`src/hw/rtl/ofp_pkg.sv`:
```
`timescale 1ns / 1ps
`default_nettype none
// ----------------------------------------------------------------------------
// Occupancy floor projector package
// Shared widths, codes, item types and helper functions.
// ----------------------------------------------------------------------------
package ofp_pkg;

    localparam int MAX_COLS_DEF = 1024;
    localparam int MAX_ROWS_DEF = 1024;
    localparam int FRAC_BITS    = 8;

    localparam int CRD_W       = 24;
    localparam int HALF_W      = 20;
    localparam int SUM_W       = 26;
    localparam int IDX_W       = 13;
    localparam int SIZE_W      = 11;
    localparam int GS_W        = 14;
    localparam int CNT_W       = 21;
    localparam int GREY_W      = 8;
    localparam int RC_W        = 10;
    localparam int CELL_W      = 2;
    localparam int CFG_IDX_W   = 3;
    localparam int CFG_DATA_W  = 24;
    localparam int QUEUE_DEPTH = 2;

    localparam logic [GREY_W-1:0] GREY_UNKNOWN = 8'd205;
    localparam logic [GREY_W-1:0] GREY_FREE    = 8'd254;
    localparam logic [GREY_W-1:0] GREY_OCC     = 8'd0;

    typedef enum logic [CELL_W-1:0] {
        CELL_UNKNOWN = 2'd0,
        CELL_FREE    = 2'd1,
        CELL_OCC     = 2'd2
    } cell_t;

    typedef enum logic [1:0] {
        KIND_PAINT = 2'd0,
        KIND_READ  = 2'd1,
        KIND_CLEAR = 2'd2
    } kind_t;

    typedef enum logic [1:0] {
        OP_NONE  = 2'd0,
        OP_PAINT = 2'd1,
        OP_READ  = 2'd2,
        OP_CLEAR = 2'd3
    } op_t;

    typedef enum logic [CFG_IDX_W-1:0] {
        CFG_ORIGIN_X    = 3'd0,
        CFG_ORIGIN_Y    = 3'd1,
        CFG_BAND_LOW    = 3'd2,
        CFG_BAND_HIGH   = 3'd3,
        CFG_GRID_WIDTH  = 3'd4,
        CFG_GRID_HEIGHT = 3'd5
    } cfg_idx_t;

    typedef enum logic [2:0] {
        ST_CLEAR,
        ST_IDLE,
        ST_SETUP,
        ST_WALK,
        ST_DRAIN,
        ST_READ,
        ST_READ_DATA,
        ST_DONE
    } bk_state_t;

    typedef struct packed {
        logic [1:0]              kind;
        logic signed [CRD_W-1:0] center_x;
        logic signed [CRD_W-1:0] center_y;
        logic signed [CRD_W-1:0] center_z;
        logic [HALF_W-1:0]       half_size;
        logic                    is_occupied;
        logic [RC_W-1:0]         read_col;
        logic [RC_W-1:0]         read_row;
    } in_t;

    typedef struct packed {
        logic [GREY_W-1:0] cell_grey;
        logic [CNT_W-1:0]  free_count;
        logic [CNT_W-1:0]  occupied_count;
    } out_t;

    typedef struct packed {
        logic signed [CRD_W-1:0] x_min;
        logic signed [CRD_W-1:0] y_min;
        logic signed [CRD_W-1:0] band_low;
        logic signed [CRD_W-1:0] band_high;
        logic [GS_W-1:0]         gw;
        logic [GS_W-1:0]         gh;
    } cfg_t;

    typedef struct packed {
        op_t              op;
        logic             occ;
        logic [IDX_W-1:0] x0;
        logic [IDX_W-1:0] x1;
        logic [IDX_W-1:0] y0;
        logic [IDX_W-1:0] y1;
    } cmd_t;

    function automatic logic [GS_W-1:0] clamp_size(logic [SIZE_W-1:0] v, int limit);
        logic [GS_W-1:0] s;
        s = GS_W'(v);
        if (s == '0) begin
            s = GS_W'(1);
        end
        if (s > GS_W'(limit)) begin
            s = GS_W'(limit);
        end
        return s;
    endfunction

    function automatic logic [GREY_W-1:0] grey_of(logic [CELL_W-1:0] c);
        logic [GREY_W-1:0] g;
        case (c)
            CELL_OCC:  g = GREY_OCC;
            CELL_FREE: g = GREY_FREE;
            default:   g = GREY_UNKNOWN;
        endcase
        return g;
    endfunction

endpackage
`default_nettype wire

```
`src/hw/rtl/ofp_front.sv`:
```
`timescale 1ns / 1ps
`default_nettype none
// ----------------------------------------------------------------------------
// Front end
// Accepts items, applies the height band test, works out the clipped
// footprint or the read cell and pushes one command per item.
// ----------------------------------------------------------------------------
module ofp_front (
    input  wire logic          aclk,
    input  wire logic          aresetn,
    input  wire ofp_pkg::cfg_t cfg,
    input  wire logic          init_done,
    input  wire logic          s_valid,
    output logic               s_ready,
    input  wire ofp_pkg::in_t  s_data,
    output logic               q_valid,
    input  wire logic          q_ready,
    output ofp_pkg::cmd_t      q_data
);
    import ofp_pkg::*;

    logic                    s1_valid_reg, s1_valid_next;
    logic [1:0]              s1_kind_reg, s1_kind_next;
    logic                    s1_occ_reg, s1_occ_next;
    logic                    s1_band_reg, s1_band_next;
    logic signed [SUM_W-1:0] s1_xlo_reg, s1_xlo_next;
    logic signed [SUM_W-1:0] s1_xhi_reg, s1_xhi_next;
    logic signed [SUM_W-1:0] s1_ylo_reg, s1_ylo_next;
    logic signed [SUM_W-1:0] s1_yhi_reg, s1_yhi_next;
    logic [RC_W-1:0]         s1_col_reg, s1_col_next;
    logic [RC_W-1:0]         s1_row_reg, s1_row_next;

    logic                    accept;
    logic signed [SUM_W-1:0] cx, cy, cz, half, ox, oy, lo, hi;
    logic signed [SUM_W-1:0] xs0, xs1, ys0, ys1;
    logic signed [SUM_W-1:0] x0c, x1c, y0c, y1c, lim_x, lim_y;
    logic                    nonempty, read_ok;

    assign s_ready = init_done && (!s1_valid_reg || q_ready);
    assign accept  = s_valid && s_ready;

    always_comb begin
        cx   = SUM_W'($signed(s_data.center_x));
        cy   = SUM_W'($signed(s_data.center_y));
        cz   = SUM_W'($signed(s_data.center_z));
        half = $signed(SUM_W'(s_data.half_size));
        ox   = SUM_W'($signed(cfg.x_min));
        oy   = SUM_W'($signed(cfg.y_min));
        lo   = SUM_W'($signed(cfg.band_low));
        hi   = SUM_W'($signed(cfg.band_high));

        s1_kind_next = s_data.kind;
        s1_occ_next  = s_data.is_occupied;
        s1_band_next = (hi > lo) && !((cz + half) < lo) && !((cz - half) > hi);
        s1_xlo_next  = cx - half - ox;
        s1_xhi_next  = cx + half - ox;
        s1_ylo_next  = cy - half - oy;
        s1_yhi_next  = cy + half - oy;
        s1_col_next  = s_data.read_col;
        s1_row_next  = s_data.read_row;

        if (accept) begin
            s1_valid_next = 1'b1;
        end else if (q_ready) begin
            s1_valid_next = 1'b0;
        end else begin
            s1_valid_next = s1_valid_reg;
        end
    end

    always_comb begin
        xs0   = s1_xlo_reg >>> FRAC_BITS;
        xs1   = s1_xhi_reg >>> FRAC_BITS;
        ys0   = s1_ylo_reg >>> FRAC_BITS;
        ys1   = s1_yhi_reg >>> FRAC_BITS;
        lim_x = $signed(SUM_W'(cfg.gw)) - SUM_W'(1);
        lim_y = $signed(SUM_W'(cfg.gh)) - SUM_W'(1);
        x0c   = (xs0 < 0) ? '0 : xs0;
        y0c   = (ys0 < 0) ? '0 : ys0;
        x1c   = (xs1 > lim_x) ? lim_x : xs1;
        y1c   = (ys1 > lim_y) ? lim_y : ys1;

        nonempty = (x0c <= x1c) && (y0c <= y1c);
        read_ok  = (GS_W'(s1_col_reg) < cfg.gw) && (GS_W'(s1_row_reg) < cfg.gh);

        q_data.occ = s1_occ_reg;
        q_data.x0  = x0c[IDX_W-1:0];
        q_data.x1  = x1c[IDX_W-1:0];
        q_data.y0  = y0c[IDX_W-1:0];
        q_data.y1  = y1c[IDX_W-1:0];
        case (s1_kind_reg)
            KIND_PAINT: q_data.op = (s1_band_reg && nonempty) ? OP_PAINT : OP_NONE;
            KIND_READ: begin
                q_data.op = read_ok ? OP_READ : OP_NONE;
                q_data.x0 = IDX_W'(s1_col_reg);
                q_data.y0 = IDX_W'(s1_row_reg);
            end
            KIND_CLEAR: q_data.op = OP_CLEAR;
            default:    q_data.op = OP_NONE;
        endcase
    end

    assign q_valid = s1_valid_reg;

    always_ff @(posedge aclk) begin
        if (!aresetn) begin
            s1_valid_reg <= 1'b0;
        end else begin
            s1_valid_reg <= s1_valid_next;
        end
        if (accept) begin
            s1_kind_reg <= s1_kind_next;
            s1_occ_reg  <= s1_occ_next;
            s1_band_reg <= s1_band_next;
            s1_xlo_reg  <= s1_xlo_next;
            s1_xhi_reg  <= s1_xhi_next;
            s1_ylo_reg  <= s1_ylo_next;
            s1_yhi_reg  <= s1_yhi_next;
            s1_col_reg  <= s1_col_next;
            s1_row_reg  <= s1_row_next;
        end
    end

    assert property (@(posedge aclk) disable iff (!aresetn)
        s1_valid_reg && !q_ready |=> s1_valid_reg && $stable(s1_xlo_reg) && $stable(s1_kind_reg))
        else $error("front item changed while the queue was full");

    assert property (@(posedge aclk) disable iff (!aresetn)
        !init_done |-> !s_ready)
        else $error("front took an item during the clearing sweep");

    assert property (@(posedge aclk) disable iff (!aresetn)
        q_valid && (q_data.op == OP_PAINT) |-> (q_data.x0 <= q_data.x1) && (q_data.y0 <= q_data.y1))
        else $error("paint command with an empty footprint");

endmodule
`default_nettype wire

```
`config.mk`:
```
export PLATFORM = sky130hd
export DESIGN_NAME = ofp_front
export DESIGN_NICKNAME = d
export VERILOG_FILES = /design/src/hw/rtl/ofp_pkg.sv /design/src/hw/rtl/ofp_front.sv
export SDC_FILE = /design/constraint.sdc
export NUM_CORES = 1
export LEC_CHECK = 0
export BUFFER_PORTS_ARGS = -buffer_cell sky130_fd_sc_hd__buf_2
export CAP_MARGIN = 20
export CORE_ASPECT_RATIO = 2
export CORE_MARGIN = 3
export CORE_UTILIZATION = 64
export CTS_BUF_LIST = sky130_fd_sc_hd__clkbuf_8
export CTS_CLUSTER_SIZE = 40
export DETAILED_ROUTE_END_ITERATION = 12
export PLACE_DENSITY = 0.95
export SETUP_SLACK_MARGIN = 0.4
export SLEW_MARGIN = 40
export SYNTH_ARGS = -nofsm -noshare
export SYNTH_HDL_FRONTEND = slang
export SYNTH_SLANG_ARGS = --single-unit
```
`constraint.sdc`:
```
create_clock -name aclk -period 19.5 [get_ports aclk]
set_input_delay 2.925 -clock aclk [delete_from_list [all_inputs] [get_ports aclk]]
set_output_delay 2.925 -clock aclk [all_outputs]
set_load 0.01 [all_outputs]
```
# Word level (Yosys, flattened, before mapping)
# Index checks and enable logic that the tools add are counted.
# totals
register_bits	129
in_bits	244
output_inout_bits	57
word_cells	59
# op_classes
n_addsub	12
n_lt_le_gt_ge	11
eq_ne	2
n_mux	11
n_reduce_logical	13
# ops
operator	n
$mux W26	4
$sub A25 B24 Y26	4
$add A24 B21 Y25	3
$sub A24 B21 Y25	3
$le A26 B26 Y1	2
$gt A18 B15 Y1	2
$lt A18 B1 Y1 const B	2
$sub A14 B1 Y15 const B	2
$lt A10 B14 Y1	2
$mux W13	2
$gt A25 B24 Y1	1
$lt A25 B24 Y1	1
$gt A24 B24 Y1	1
$logic_and A1 B1 Y1	7
$pmux W2 S3	1
$logic_not A1 Y1	3
$mux W1	3
$eq A2 B1 Y1 const B	1
$eq A2 B2 Y1 const B	1
$logic_not A2 Y1	1
$mux W2	1
$reduce_bool A2 Y1	1
$logic_or A1 B1 Y1	1

# Longest topological paths before layout
# depth
depth_word	8
mapped_depth	27

# Worst setup path before layout
# No wires, ideal clock.
# synth_timing
path_type	input to output
startpoint	input cfg[0] in the netlist's numbering
endpoint	output q_data[53] in the netlist's numbering
arrival_time_ns	7.609
slack_ns	8.966
stages	25
n_path_buf	2
path_cell_list	inv_1 -> ha_1 -> nor3b_1 -> nand3_1 -> xnor2_1 -> inv_1 -> ha_1 -> nand4_1 -> or2_2 -> nor2_1 -> nor2_1 -> o211ai_1 -> nand2b_1 -> a211oi_1 -> clkbuf_1 -> clkbuf_1 -> a21boi_0 -> ha_1 -> and4_1 -> a21oi_1 -> nand2_1 -> a2111oi_0 -> o21ai_0 -> a22o_1 -> o41ai_2
# synth_rtl
item	line	rtl
start: declaration	ofp_front.sv:11	input wire ofp_pkg::cfg_t cfg,
end: declaration	ofp_front.sv:18	output ofp_pkg::cmd_t q_data

==> metrics.cfg <==
[run_status]
status = complete, no violations

[timing]
final_min_period_over_clock_period_pct = 58.8
drv_slew = 0
fin_tns_setup_ns = 0
setup-violations-final = 0
fmax_mhz = 87.2
worst_pin_slew_ns = 0.925
hold_viol_final = 0
fin_crit_ns = 11.47
finClkSkew_ns = 0.0175
rsz0062_at_grt = no
slew_headroom_pct = 37.8

[clock_network]
hold_buffers = 0
root_buffer = clkbuf_8
clock_sinks = 97
post_cts_buffers = 0
clock_path_buffers = 2
htree_num_levels = 3
cts.clk_slew.worst_paths_ns = 0.10
cts-buffers-inserted = 9
post_cts_resized = 0
clk_latency_ns = 0.40
cts_tree = yes

[floorplanning]
coreArea_um2 = 24100
die_area_um2 = 26800
die_w_um = 117
std_cell_rows = 80
initial_utilization_pct = 65.7
pin_count = 301
die_h_um = 229

[flow_run]
drv_cap = 0

[global_route]
grt_usage_pct = 34.9
grt_pass1_wl_um = 72900
antenna_found_initial = 15
grt_pass1_vias = 15200
met3_usage_pct = 6.04
met1_usage_pct = 32.1
busiest_layer = met2
met2_usage_pct = 65.4
grt_start_max_net_pins = 87
overflow = 0

[setup_path]
rr_endpoint = s1_ylo_reg[19]$_DFFE_PP_
reg2reg_slack_ns = 17.58
worstPathArrival_ns = 8.55
worst_ep_required_time_ns = 16.57
critPathCapture = q_data[53]
cp_max_fo = 29
r2r_cells = 5
start_kind = input port
crit_path_end_kind = primary output
rr_startpoint = q_valid$_SDFFE_PN0P_
crit_path_start = cfg[14]
worst-setup-path-type = in -> out

[synthesis]
yosys-top-cells-area = ha_1, edfxtp_1, fa_1
synth_largest_area_cell = ha_1
yosysWarnings = 0
syn_nets = 2450
yosysSeqAreaShare_pct = 18.3
yosysMostFrequentCell = inv_1
ys_types = 68
synth_top_flop_cell = edfxtp_1
synth_async_sr_flop_share_pct = 0
netlist_instances = 1813
syn_area_per_cell_um2 = 8.74
synth_top_area_share_pct = 24.9
ys_seq_elements = 97
synth_edf_count = 96
ys_top_cells_by_count = inv_1, ha_1, a21oi_1, edfxtp_1, nor2_1
synth_area_um2 = 15900

[placed_design]
place_congestion = 1.01
hpwl_um = 41000
dp.cells = 2422
post_dp_cell_area_um2 = 17700
port-buffer-count = 300

[route]
wl_per_cell_um = 19.2
vias = 14300
wl_um = 47000
drtIter0Drc = 747
drtAntennaViolNets = 0
routed_via_density = 5.85
first_pass_iters = 5
drcViolationCount = 0

[power_and_ir_drop]
leakagePower_uw = 0.00924
vdd_drop_max_mv = 0.0309
powerDensity_nw_per_um2 = 56.5
finalPower_uw = 1020

[final_layout]
num-nets-final = 2743
syn_to_final_growth_pct = 13.4
fin_cells = 2447
post_route_cells_drive_above_1_share_pct = 17.2
nFillCells = 1842
fin_area_um2 = 18000

[hold_path]
hp-class = reg -> reg

[cell families (layout without fill, tap and decap cells)]
group / after synthesis / count (layout) / share of synthesized area (%)
AO/OA/AOI/OAI: 415 / 415 / 17.0
XOR/XNOR: 120 / 120 / 6.63
adder cells (fa/ha/maj): 395 / 395 / 34.8
buffers and inverters: 361 / 659 / 8.60
flip-flops: 97 / 97 / 18.3
multiplexers: 20 / 20 / 1.41
other: 0 / 8 / 0
AND/OR/NAND/NOR: 405 / 405 / 13.2
[metrics by stage]
step	worst slack, ns	util (%)	hold WS (ns)
global route	7.61	74.5	0.575
floorplan	8.97	-	0.513
detailed placement	7.93	73.5	0.519
finish	8.03	74.6	0.528
CTS	7.93	74.3	0.533
global placement	8.07	73.4	0.480
[layer usage]
metal	up-vias	share of wire [%]
met4	10	8.1
met1	6721	32
met2	568	54
li1	6819	-
met3	198	5.2
met5	-	0.12
[worst min-delay path by stage]
stage / startpoint / endpoint / slack, ns / cells past startpoint
2_1_floorplan: q_valid$_SDFFE_PN0P_ / q_valid$_SDFFE_PN0P_ / 0.51 / 2
3_3_place_gp: q_valid$_SDFFE_PN0P_ / q_valid$_SDFFE_PN0P_ / 0.48 / 2
3_5_place_dp: q_valid$_SDFFE_PN0P_ / q_valid$_SDFFE_PN0P_ / 0.52 / 2
4_1_cts: q_valid$_SDFFE_PN0P_ / q_valid$_SDFFE_PN0P_ / 0.53 / 2
5_1_grt: q_valid$_SDFFE_PN0P_ / q_valid$_SDFFE_PN0P_ / 0.57 / 2
6_report: q_valid$_SDFFE_PN0P_ / q_valid$_SDFFE_PN0P_ / 0.53 / 2
[cell usage in the layout, fill, tap and decap left out, types with 10 or more instances in the layout]
| master | instances |
|---|---|
| inv_1 | 337 |
| ha_1 | 315 |
| buf_2 | 300 |
| a21oi_1 | 117 |
| edfxtp_1 | 96 |
| nor2_1 | 94 |
| o21ai_0 | 89 |
| xnor2_1 | 84 |
| fa_1 | 78 |
| nand2_1 | 68 |
| nor2b_1 | 63 |
| a21o_1 | 53 |
| o21a_1 | 38 |
| xor2_1 | 36 |
| nor3_1 | 36 |
| nand3_1 | 31 |
| nand2b_1 | 27 |
| nand4_1 | 24 |
| mux2_2 | 19 |
| a21boi_0 | 14 |
| a211oi_1 | 13 |
| o21bai_1 | 12 |
| o31ai_1 | 10 |
| clkbuf_8 | 10 |
[power by group]
part	switching (uW)	internal, uW	total (uW)
clock	75.6	62.1	138
sequential	14.3	272	286
combinational	337	255	592
[critical path, cell delays in order]
cell       delay (ns)
buf_2            0.13
inv_1            0.08
ha_1             0.20
or4b_1           0.57
nor3_1           0.34
nand2_1          0.22
ha_1             0.38
a21oi_1          0.20
nor2b_1          0.07
o21ai_0          0.18
o2111ai_1        0.22
o21ai_4          0.49
buf_16           0.22
nand2_1          0.08
o21a_1           0.11
ha_1             0.28
nor2b_1          0.13
o21a_1           0.16
o21a_1           0.16
o211ai_1         0.19
a21oi_1          0.09
a211oi_1         0.24
o21ai_0          0.18
a22o_1           0.25
o41ai_2          0.25
buf_2            0.19
[area by class of cell]
cell class                 instances  area, um2  area share (%)
tap                              328        410            2.28
clock buffer                      10        138           0.765
timing repair buffer             307       1580            8.77
sequential                        97       2900            16.1
antenna                            8       20.0           0.111
clock inverter                     6       61.3           0.341
inverter                         336       1260            7.02
multi-input combinational       1355      11600            64.6
Power figures use the tool's default switching activity.
