### config.mk
export PLATFORM = sky130hd
export DESIGN_NAME = ofp_queue
export DESIGN_NICKNAME = d
export VERILOG_FILES = /design/src/hw/rtl/ofp_pkg.sv /design/src/hw/rtl/ofp_queue.sv
export SDC_FILE = /design/constraint.sdc
export NUM_CORES = 1
export LEC_CHECK = 0
export BUFFER_PORTS_ARGS = -buffer_cell sky130_fd_sc_hd__buf_2
export CAP_MARGIN = 30
export CORE_MARGIN = 2
export CORE_UTILIZATION = 30
export DETAILED_ROUTE_END_ITERATION = 10
export GPL_ROUTABILITY_DRIVEN = 0
export PLACE_DENSITY_LB_ADDON = 0.25
export SETUP_SLACK_MARGIN = 0.1
export SLEW_MARGIN = 30
export SYNTH_ARGS = -nofsm -noshare
export SYNTH_HDL_FRONTEND = slang
export SYNTH_SLANG_ARGS = --single-unit
### constraint.sdc
create_clock -name aclk -period 3.3 [get_ports aclk]
set_clock_uncertainty 0.2 [all_clocks]
set_input_delay 0 -clock aclk [delete_from_list [all_inputs] [get_ports aclk]]
set_output_delay 0 -clock aclk [all_outputs]
set_load 0.05 [all_outputs]
### src/hw/rtl/ofp_pkg.sv
`timescale 1ns / 1ps
`default_nettype none
// ----------------------------------------------------------------------------
// Occupancy floor projector package
// Shared widths, codes, item types and helper functions.
// ----------------------------------------------------------------------------
package ofp_pkg;

    localparam int MAX_COLS_DEF = 1024;
    localparam int MAX_ROWS_DEF = 1024;
    localparam int FRAC_BITS    = 8;

    localparam int CRD_W       = 24;
    localparam int HALF_W      = 20;
    localparam int SUM_W       = 26;
    localparam int IDX_W       = 13;
    localparam int SIZE_W      = 11;
    localparam int GS_W        = 14;
    localparam int CNT_W       = 21;
    localparam int GREY_W      = 8;
    localparam int RC_W        = 10;
    localparam int CELL_W      = 2;
    localparam int CFG_IDX_W   = 3;
    localparam int CFG_DATA_W  = 24;
    localparam int QUEUE_DEPTH = 2;

    localparam logic [GREY_W-1:0] GREY_UNKNOWN = 8'd205;
    localparam logic [GREY_W-1:0] GREY_FREE    = 8'd254;
    localparam logic [GREY_W-1:0] GREY_OCC     = 8'd0;

    typedef enum logic [CELL_W-1:0] {
        CELL_UNKNOWN = 2'd0,
        CELL_FREE    = 2'd1,
        CELL_OCC     = 2'd2
    } cell_t;

    typedef enum logic [1:0] {
        KIND_PAINT = 2'd0,
        KIND_READ  = 2'd1,
        KIND_CLEAR = 2'd2
    } kind_t;

    typedef enum logic [1:0] {
        OP_NONE  = 2'd0,
        OP_PAINT = 2'd1,
        OP_READ  = 2'd2,
        OP_CLEAR = 2'd3
    } op_t;

    typedef enum logic [CFG_IDX_W-1:0] {
        CFG_ORIGIN_X    = 3'd0,
        CFG_ORIGIN_Y    = 3'd1,
        CFG_BAND_LOW    = 3'd2,
        CFG_BAND_HIGH   = 3'd3,
        CFG_GRID_WIDTH  = 3'd4,
        CFG_GRID_HEIGHT = 3'd5
    } cfg_idx_t;

    typedef enum logic [2:0] {
        ST_CLEAR,
        ST_IDLE,
        ST_SETUP,
        ST_WALK,
        ST_DRAIN,
        ST_READ,
        ST_READ_DATA,
        ST_DONE
    } bk_state_t;

    typedef struct packed {
        logic [1:0]              kind;
        logic signed [CRD_W-1:0] center_x;
        logic signed [CRD_W-1:0] center_y;
        logic signed [CRD_W-1:0] center_z;
        logic [HALF_W-1:0]       half_size;
        logic                    is_occupied;
        logic [RC_W-1:0]         read_col;
        logic [RC_W-1:0]         read_row;
    } in_t;

    typedef struct packed {
        logic [GREY_W-1:0] cell_grey;
        logic [CNT_W-1:0]  free_count;
        logic [CNT_W-1:0]  occupied_count;
    } out_t;

    typedef struct packed {
        logic signed [CRD_W-1:0] x_min;
        logic signed [CRD_W-1:0] y_min;
        logic signed [CRD_W-1:0] band_low;
        logic signed [CRD_W-1:0] band_high;
        logic [GS_W-1:0]         gw;
        logic [GS_W-1:0]         gh;
    } cfg_t;

    typedef struct packed {
        op_t              op;
        logic             occ;
        logic [IDX_W-1:0] x0;
        logic [IDX_W-1:0] x1;
        logic [IDX_W-1:0] y0;
        logic [IDX_W-1:0] y1;
    } cmd_t;

    function automatic logic [GS_W-1:0] clamp_size(logic [SIZE_W-1:0] v, int limit);
        logic [GS_W-1:0] s;
        s = GS_W'(v);
        if (s == '0) begin
            s = GS_W'(1);
        end
        if (s > GS_W'(limit)) begin
            s = GS_W'(limit);
        end
        return s;
    endfunction

    function automatic logic [GREY_W-1:0] grey_of(logic [CELL_W-1:0] c);
        logic [GREY_W-1:0] g;
        case (c)
            CELL_OCC:  g = GREY_OCC;
            CELL_FREE: g = GREY_FREE;
            default:   g = GREY_UNKNOWN;
        endcase
        return g;
    endfunction

endpackage
`default_nettype wire

### src/hw/rtl/ofp_queue.sv
`timescale 1ns / 1ps
`default_nettype none
// ----------------------------------------------------------------------------
// Command queue
// Short first-in first-out store of classified commands between the front
// and the back.
// ----------------------------------------------------------------------------
module ofp_queue #(
    parameter int DEPTH = ofp_pkg::QUEUE_DEPTH
) (
    input  wire logic          aclk,
    input  wire logic          aresetn,
    input  wire logic          push_valid,
    output logic               push_ready,
    input  wire ofp_pkg::cmd_t push_data,
    output logic               pop_valid,
    input  wire logic          pop_ready,
    output ofp_pkg::cmd_t      pop_data
);
    import ofp_pkg::*;

    localparam int PTR_W = (DEPTH > 1) ? $clog2(DEPTH) : 1;
    localparam int CQ_W  = $clog2(DEPTH + 1);

    cmd_t             entry_reg [DEPTH];
    logic [PTR_W-1:0] wr_ptr_reg, wr_ptr_next;
    logic [PTR_W-1:0] rd_ptr_reg, rd_ptr_next;
    logic [CQ_W-1:0]  count_reg, count_next;
    logic             do_push, do_pop;

    assign push_ready = (count_reg != CQ_W'(DEPTH));
    assign pop_valid  = (count_reg != '0);
    assign pop_data   = entry_reg[rd_ptr_reg];
    assign do_push    = push_valid && push_ready;
    assign do_pop     = pop_valid && pop_ready;

    always_comb begin
        wr_ptr_next = wr_ptr_reg;
        rd_ptr_next = rd_ptr_reg;
        count_next  = count_reg;
        if (do_push) begin
            wr_ptr_next = (wr_ptr_reg == PTR_W'(DEPTH - 1)) ? '0 : wr_ptr_reg + 1'b1;
        end
        if (do_pop) begin
            rd_ptr_next = (rd_ptr_reg == PTR_W'(DEPTH - 1)) ? '0 : rd_ptr_reg + 1'b1;
        end
        if (do_push && !do_pop) begin
            count_next = count_reg + 1'b1;
        end else if (do_pop && !do_push) begin
            count_next = count_reg - 1'b1;
        end
    end

    always_ff @(posedge aclk) begin
        if (!aresetn) begin
            wr_ptr_reg <= '0;
            rd_ptr_reg <= '0;
            count_reg  <= '0;
        end else begin
            wr_ptr_reg <= wr_ptr_next;
            rd_ptr_reg <= rd_ptr_next;
            count_reg  <= count_next;
        end
        if (do_push) begin
            entry_reg[wr_ptr_reg] <= push_data;
        end
    end

    assert property (@(posedge aclk) disable iff (!aresetn)
        count_reg <= CQ_W'(DEPTH))
        else $error("command queue count beyond its depth");

    assert property (@(posedge aclk) disable iff (!aresetn)
        do_push && !do_pop |=> count_reg == $past(count_reg) + 1'b1)
        else $error("command queue lost a pushed item");

    assert property (@(posedge aclk) disable iff (!aresetn)
        (count_reg == '0) |-> (wr_ptr_reg == rd_ptr_reg))
        else $error("command queue pointers disagree when empty");

endmodule
`default_nettype wire

* Word-level counts from Yosys, hierarchy flattened
Memories as Yosys holds them, arrays and structs flattened. A register that Yosys moved wholly into a read port is not among the register bits.
Cells that the tools add are included.
** Cells by class
- Equal/unequal tests :: 1
- Mux-type cells :: 8
- $add $sub $neg :: 4
- Reduce and logical (&&, ||, !) cells :: 8
** Operator list (count)
- $mux 1 :: 6
- $logic_and 1x1->1 :: 4
- $mux 2 :: 2
- $reduce_bool 2->1 :: 2
- $add 1x1->1 const B :: 2
- $add 2x1->2 const B :: 1
- $logic_not 1->1 :: 2
- $ne 2x2->1 const B :: 1
- $sub 2x1->2 const B :: 1
** Word-level totals
- Bits in writable memories :: 110
- Memories :: 1
- Input bits :: 59
- Flip-flop bits (word level) :: 4
- Word-level logic and storage cells :: 25
- Output and inout bits :: 57
** Memories
- entry_reg :: depth 2, bits a word 55, read ports 1, clocked after memory_dff 1, write ports 1, RTL line ofp_queue.sv:25 : cmd_t entry_reg [DEPTH];

* Logic depth before layout (Yosys ltp)
Gate-level depths: netlist of run 1.
- Depth in word-level cells :: 6
- Mapped depth :: 6
- Gate-level depth less buffers :: 6

* Worst setup path before layout of run 1
Ideal clock, no wire load.
- Kind :: register to register
- From :: reg count_reg[0]
- To :: mem entry_reg[1][0] (netlist bit), enable pin
- Setup time :: 0.419 ns
- Stages on the path, launching flop included :: 3
- Slack :: 0.649 ns
- Data required time :: 2.681 ns
- Buffers on the path :: 0
- Clock period less this slack :: 2.651 ns
- Data arrival time :: 2.033 ns
- Cells stage by stage :: dfxtp_1 -> nand2b_4 -> and3_1
** On the way
- Word-level cells in the longest chain between the ends :: 4
** RTL lines
- start: declaration :: RTL line ofp_queue.sv:28 : logic [CQ_W-1:0] count_reg, count_next;
- start signal: assignment :: RTL line ofp_queue.sv:62 : count_reg <= count_next;
- $ne 2x2->1 :: RTL line ofp_queue.sv:31 : assign push_ready = (count_reg != CQ_W'(DEPTH));
- named net push_ready :: RTL line ofp_queue.sv:14 : output logic push_ready,
- $logic_and 1x1->1 :: RTL line ofp_queue.sv:34 : assign do_push = push_valid && push_ready;
- $mux 1 :: RTL line ofp_queue.sv:64 : if (do_push) begin
- $mux 1 (not written as such) :: RTL line ofp_queue.sv:65 : entry_reg[wr_ptr_reg] <= push_data;
- end: declaration :: RTL line ofp_queue.sv:25
The timed path passes the listed nets, and every way through them passes these cells.

==> results of run 1 <==
==> cells in the final DEF (no fill, tap or decap) <==
master         count
buf_4              4
clkbuf_8           3
mux2_2            55
buf_12             1
dfxtp_1            4
buf_2            115
a21bo_2            1
ha_1               1
and2_1             4
a21boi_1           1
o21ai_1            1
a21boi_0           1
inv_2              1
dfxtp_2            1
xnor2_1            2
o21ai_0            1
nand3b_1           1
edfxtp_1         110
xor2_1             1
clkbuf_1           6
bufinv_16          1
or3_1              1
nand2b_4           1
clkinv_2           5
clkbuf_16         17
or2_2              1
and3_2             1
dlygate4sd3_1     59
==> worst paths after layout <==
kind                                    start                to  slack, ns  cells past startpoint
worst min register to register   count_reg[1]      count_reg[1]       0.35                      2
worst max register to register   count_reg[0]  entry_reg[0][35]       1.13                      4
worst min-delay path            push_data[49]  entry_reg[0][49]       0.12                      2
worst max-delay path                     flop      pop_data[43]       1.02                      3
==> metrics by stage <==
step           util (%)  std cells  hold slack, ns  area (µm²)
2_1_floorplan         -        195          -0.101        4210
3_3_place_gp       36.4        489         -0.0106        5020
3_5_place_dp       36.4        489        -0.00855        5020
4_1_cts            44.7        580          0.0951        6150
5_1_grt            44.7        580           0.104        6150
6_report           44.7        580           0.116        6150
==> report_power, final <==
part	internal, mW	leakage, nW	switching, mW	total [mW]
logic	0.525	0.991	1.15	1.68
registers	1.83	1.07	0.0969	1.93
clock network	1.09	0.272	0.567	1.65
==> final cells by class <==
class	instances	share of cell area [%]
inverter	1	0.0610
sequential	115	55.3
timing repair buffer	179	19.8
clock buffer	26	7.95
tap	180	3.66
multi-input combinational	73	12.3
clock inverter	6	0.895
==> metal layers <==
layer / GRT usage, % / part of all wire, % / vias up / wire length (µm)
met5: 0 / 0 / - / 0
met4: 4.96 / 1.7 / 0 / 135
met3: 6.04 / 8.0 / 16 / 641
met2: 17.7 / 47 / 78 / 3740
met1: 12.8 / 44 / 1158 / 3520
li1: - / - / 1152 / -
==> logic make-up after synthesis <==
kind of cell,after synthesis,synth area share (%)
AO/OA/AOI/OAI,5,0.833
XOR/XNOR,3,0.625
adder cells (fa/ha/maj),1,0.297
buffers and inverters,7,1.10
flip-flops,115,80.9
multiplexers,55,14.7
AND/OR/NAND/NOR,9,1.55
==> qor.txt, run 1 <==
Postcts setup bufs - 0
Relative slew slack - 52.5%
FP Rows - 43
Die W - 122 µm
Min setup slack post-route - 1.02 ns
First-pass GRT wire length - 12200 µm
EDFF count, synth - 110
Port bufs - 115
# clock sinks - 115
Area growth syn-to-layout - 46.2%
DR WL/cell - 13.8 µm
Crit-path cells - buf_12 > mux2_2 > buf_2
Clk pin slew, worst setup/hold paths - 0.05 ns
Critical path type - reg -> out
Die height - 122 µm
Post-synthesis cell type count - 20
Count of TritonRoute iterations in the first routing pass - 4
Synth area leader - edfxtp_1
Setup TNS - 0 ns
Synth Instances - 195
Core ar. - 13800 µm²
Total power - 5.26 mW
Number of antenna diodes - 0
MaxCap Viol Count - 0
Hold_buf cts - 59
Initial core utilization - 30.6%
Vias per cell - 4.14
Leakage - 2.33 nW
NumNets Final - 447
HPWL after DPL - 4950 µm
Top cells by count, synth - 110 x edfxtp_1, 55 x mux2_2, 5 x buf_4, 5 x dfxtp_1, 4 x and2_1
Initial DRC Count - 67
Synthesized Nets - 255
IO Count - 116
CTS buffer count - 17
Post-Syn Area - 4210 µm²
CTS tree - done
Gr usage total - 11.3%
Worst Hold Class - in -> reg
Register area share after synthesis - 80.9%
Synth top area share - 78.5%
Final setup vio count - 0
Slew Viols, Final - 0
Critical-path top delay cell - dfxtp_2
Root buffer cell - clkbuf_16
Count leader, synth - edfxtp_1
Largest net degree at the start of global routing - 31
H-Tree Depth - 4
Fmax - 438 MHz
Final hold violations - 0
Worst-Skew Late Latency - 0.40 ns
Layout fillers - 1279
Area contributors post-synth - edfxtp_1 79%, mux2_2 15%, dfxtp_1 2.4%
DIE AREA - 15000 µm²
Initial antenna violation count - 0
Vias in the first global route - 2461
RSZ-0062 raised after global routing - false
PwrDens - 854 nW/µm²
Crit. End Element - output pin
Tmin final - 2.28 ns
Ys async rst share - 0%
Share of cells above drive strength 1 - 51.7%
Total grt overflow - 0
Synth Flop Type - edfxtp_1
Slowest stage delay, CP - 0.78 ns
Critical path arrival - 2.08 ns
Final worst-path cycle share - 69.2%
Worst EP required - 3.10 ns
Cell family with the largest share of critical-path delay - flip-flops
Detail Route Antenna Nets - 0
Syn. warnings - 0
Syn avg cell area - 21.6 µm²
Synthesis-stage register bit count - 115
Worst-margin pin slew - 0.712 ns
Multi-input gate area - 759 µm²
Via count - 2404
Max Buffers Root-to-Sink - 2
CP max FO - 29
Post-place setup slack - 1.09 ns
Drt total wl - 8030 µm
DR DRC count - 0
Sequential Area - 3400 µm²
Buf/Inv on CP - 2
Max FFs per register - 110
Post_cts resized - 0
Maximum VDD drop - 0.383 mV
Crit path launch type - flop
Status - finished, final reports clean
Power figures use the tool's default switching activity.
==> run 2: changes to the inputs <==
clock period = 2.05 ns   (was 3.3 ns; I/O delays follow)
==> run 2 against run 1 <==
Die area is the same. Clock-buffer cell count fell by 5. Utilization shrank 0.28 points. Setup slack worse by 0.84 ns. Power rose by 57%. Sequential power rose by 57%. Via count decreased by 0.75%. Critical path depth is the same. Combinational power is 66% higher. Global-route usage is 0.32 points lower. Worst hold slack gained 0.0033 ns. Largest power group unchanged.
==> qor.txt, run 2 (synthesis results as in run 1) <==
Vias per cell - 4.14
Met2 WL - 3710 µm
DIE AREA - 15000 µm²
Vias in the first global route - 2425
# clock sinks - 115
Critical path type - reg -> out
PwrDens - 1350 nW/µm²
Slew Viols, Final - 0
CTS buffer count - 17
Critical path arrival - 1.67 ns
Initial core utilization - 30.6%
Total grt overflow - 0
Share of cells above drive strength 1 - 51.6%
Initial antenna violation count - 0
Leakage - 2.30 nW
Maximum VDD drop - 0.552 mV
Worst reg2reg path endpoint - count_reg[1]
Final setup vio count - 0
Post_cts resized - 0
Initial DRC Count - 110
Final hold violations - 0
Die W - 122 µm
RSZ-0062 raised after global routing - false
Critical-path top delay cell - mux2_2
Area growth syn-to-layout - 45.3%
Relative slew slack - 78.1%
Gr usage total - 11.0%
Tmin final - 1.87 ns
DR DRC count - 0
Worst-margin pin slew - 0.328 ns
Root buffer cell - clkbuf_16
Worst r2r path cells - 5
Crit path launch type - flop
Max FFs per register - 110
Via count - 2386
Commonest cells after routing, fill and taps aside - 115 x buf_2, 110 x edfxtp_1, 59 x dlygate4sd3_1, 55 x mux2_2, 17 x clkbuf_16
Crit. End Element - output pin
Detail Route Antenna Nets - 0
FP Rows - 43
Largest net degree at the start of global routing - 56
Layout Utilization - 44.4%
Port bufs - 115
DR WL/cell - 13.6 µm
Worst Hold Class - in -> reg
MaxCap Viol Count - 0
Worst hold start - push_data[34]
R2R Setup Slk - 0.26 ns
M1 WL - 3520 µm
DR WL met3 - 527 µm
Drt total wl - 7860 µm
Crit-path cells - buf_12 > mux2_2 > buf_2
HPWL after DPL - 4550 µm
Most common cell after layout, fill and taps aside - buf_2
Placed Cells - 488
Worst hold stages - 2
Finished Layout Cells - 577
IO Count - 116
DP Area - 5040 µm²
Slowest stage delay, CP - 0.39 ns
Hold Crit Endpoint - entry_reg[1][34]
Highest Signal Layer - met4
Hold_buf cts - 59
Final worst-path cycle share - 91.1%
Worst-Skew Late Latency - 0.40 ns
First-pass GRT wire length - 11800 µm
Count of TritonRoute iterations in the first routing pass - 4
Core ar. - 13800 µm²
Worst EP required - 1.85 ns
Number of antenna diodes - 0
CP max FO - 55
Clk pin slew, worst setup/hold paths - 0.05 ns
Max Buffers Root-to-Sink - 2
CTS tree - done
NumNets Final - 446
Die height - 122 µm
Status - finished, final reports clean
H-Tree Depth - 4
Postcts setup bufs - 0
Design Area, Final - 6110 µm²
Fmax - 535 MHz
Start of the worst register-to-register path - count_reg[1]
## run 2: critical path: cells and delay by family, from the launching register on
family | cells | cell delay, ns
muxes | 1 | 0.39
DFF | 1 | 0.33
buffers and inverters | 2 | 0.51
## run 2: metal layers
metal / up-vias / track usage (%)
li1: 1152 / -
met2: 76 / 17.2
met4: 0 / 5.17
met1: 1149 / 12.5
met5: - / 0
met3: 9 / 5.53
## run 2: power breakdown
part	total [mW]	internal, mW	switching [mW]	leakage [nW]
logic	2.79	0.862	1.93	0.988
clock network	2.41	1.49	0.914	0.245
registers	3.03	2.95	0.0840	1.07
## run 2: final cells by class
type                            instances  area [µm²]
Multi-Input combinational cell         73         759
Tap cell                              180         225
Clock buffer                           21         440
Inverter                                1        7.51
Clock inverter                          9        42.5
Fill cell                            1288        7660
Timing Repair Buffer                  178        1230
Sequential cell                       115        3410
## run 2: how the worst max path moves through the flow
stage | to | cells after the start
4_1_cts | pop_data[30] | 3
3_3_place_gp | count_reg[1] | 5
2_1_floorplan | entry_reg[0][0] | 3
5_1_grt | pop_data[12] | 3
6_report | pop_data[5] | 3
3_5_place_dp | count_reg[1] | 5
## run 2: per-stage QoR
| stage | TNS [ns] | worst slack, ns | power [mW] | hold WS (ns) |
|---|---|---|---|---|
| 6_report | 0 | 0.182 | 8.23 | 0.119 |
| 5_1_grt | 0 | 0.105 | 8.61 | 0.103 |
| 4_1_cts | 0 | 0.146 | 8.35 | 0.0914 |
| 3_5_place_dp | 0 | 0.290 | 5.81 | -0.00896 |
| 3_3_place_gp | 0 | 0.349 | 5.79 | -0.0109 |
| 2_1_floorplan | -3.84 | -0.0698 | 5.20 | -0.101 |
==> run 3: changes to the inputs <==
RECOVER_POWER = 100   (was default)
==> run 3 against run 2 <==
Register-to-register slack worse by 0.10 ns. Final cell count unchanged. Clock-buffer cell count unchanged. Clock power about the same. Fmax down 1.3%. Via count about the same. First-iteration DRC count unchanged. Utilization down 0.54 points. Sequential power about the same. Final area down 1.2%. Critical path type unchanged. Critical endpoint unchanged. Largest cell class unchanged. Largest power group unchanged.
==> qor.txt, run 3 (synthesis results as in run 1) <==
Total grt overflow - 0
Gr usage total - 11.0%
Postcts setup bufs - 0
Die W - 122 µm
Post_cts resized - 0
CTS tree - done
First-pass GRT wire length - 11800 µm
Root buffer cell - clkbuf_16
Area growth syn-to-layout - 43.6%
Worst-margin pin slew - 0.596 ns
Worst-Skew Late Latency - 0.41 ns
MaxCap Viol Count - 0
Critical path type - reg -> out
Status - finished, final reports clean
Detail Route Antenna Nets - 0
DP Area - 5040 µm²
Share of cells above drive strength 1 - 40.8%
Initial core utilization - 30.6%
Drt total wl - 7830 µm
FP Rows - 43
Relative slew slack - 60.4%
# clock sinks - 115
Hold Slack - 0.120 ns
Vias per cell - 4.13
Worst EP required - 1.85 ns
DIE AREA - 15000 µm²
Critical path arrival - 1.69 ns
Final setup vio count - 0
Clk pin slew, worst setup/hold paths - 0.05 ns
Maximum VDD drop - 0.549 mV
Commonest cells after routing, fill and taps aside - 110 x edfxtp_1, 59 x dlygate4sd3_1, 56 x clkbuf_2, 55 x mux2_2, 44 x clkbuf_1
PwrDens - 1350 nW/µm²
Final hold violations - 0
Largest net degree at the start of global routing - 56
Critical-path top delay cell - mux2_2
Worst hold stages - 2
Design Area, Final - 6040 µm²
Slowest stage delay, CP - 0.39 ns
Hold_buf cts - 59
Port bufs - 115
Initial DRC Count - 110
Fmax - 528 MHz
H-Tree Depth - 4
Final worst-path cycle share - 92.3%
Tmin final - 1.89 ns
Crit-path cells - buf_12 > mux2_2 > clkbuf_2
Crit. End Element - output pin
Worst r2r path cells - 5
DR WL/cell - 13.6 µm
Most common cell after layout, fill and taps aside - edfxtp_1
Max Buffers Root-to-Sink - 2
Via count - 2384
Count of TritonRoute iterations in the first routing pass - 4
Max FFs per register - 110
Initial antenna violation count - 0
CTS buffer count - 17
Layout Utilization - 43.9%
Crit path launch type - flop
Post-place setup slack - 0.290 ns
Leakage - 2.19 nW
Core ar. - 13800 µm²
DR DRC count - 0
CP max FO - 55
NumNets Final - 446
Slew Viols, Final - 0
IO Count - 116
Setup TNS - 0 ns
Worst Hold Class - in -> reg
Number of antenna diodes - 0
Vias in the first global route - 2425
Min setup slack post-route - 0.157 ns
HPWL after DPL - 4550 µm
Die height - 122 µm
RSZ-0062 raised after global routing - false
## run 3: cell count changes in the layout (fill, tap and decap cells not counted), sizes merged
cell,previous run,this run
clkbuf,21,117
buf,119,23
## run 3: per-stage QoR
| step | total power [mW] | std cells |
|---|---|---|
| floorplan | 5.20 | 195 |
| global placement | 5.79 | 488 |
| detailed placement | 5.81 | 488 |
| CTS | 8.35 | 577 |
| global route | 8.56 | 577 |
| finish | 8.18 | 577 |
## run 3: final timing paths
check / end / slack (ns) / startpoint
max: pop_data[5] / 0.16 / flop
min: entry_reg[1][34] / 0.12 / push_data[34]
min reg2reg: count_reg[1] / 0.36 / count_reg[1]
max reg2reg: count_reg[1] / 0.16 / count_reg[0]
## run 3: layout make-up
cell class              count  area (µm²)
flip-flops and latches    115        3400
fillers                  1316        7730
clock inverters             9        42.5
multi-input cells          73         752
repair buffers            178        1170
clock buffers              21         440
well taps                 180         225
inverters                   1        5.00
## run 3: worst max-delay path, delay by kind of cell (launching register included)
family / cells / cell delay, ns
buffers and inverters: 2 / 0.54
flip-flops: 1 / 0.33
multiplexers: 1 / 0.39
## run 3: report_power, final
part           internal (mW)  switching [mW]  total (mW)
sequential              2.94          0.0774        3.02
combinational          0.811            1.94        2.75
clock                   1.49           0.908        2.40
## run 3: per-layer routing
| metal | share of wire [%] | wire, µm | track usage [%] |
|---|---|---|---|
| met5 | 0 | 0 | 0 |
| met2 | 48 | 3750 | 17.2 |
| met1 | 44 | 3470 | 12.5 |
| met4 | 1.3 | 99 | 5.17 |
| met3 | 6.6 | 514 | 5.53 |
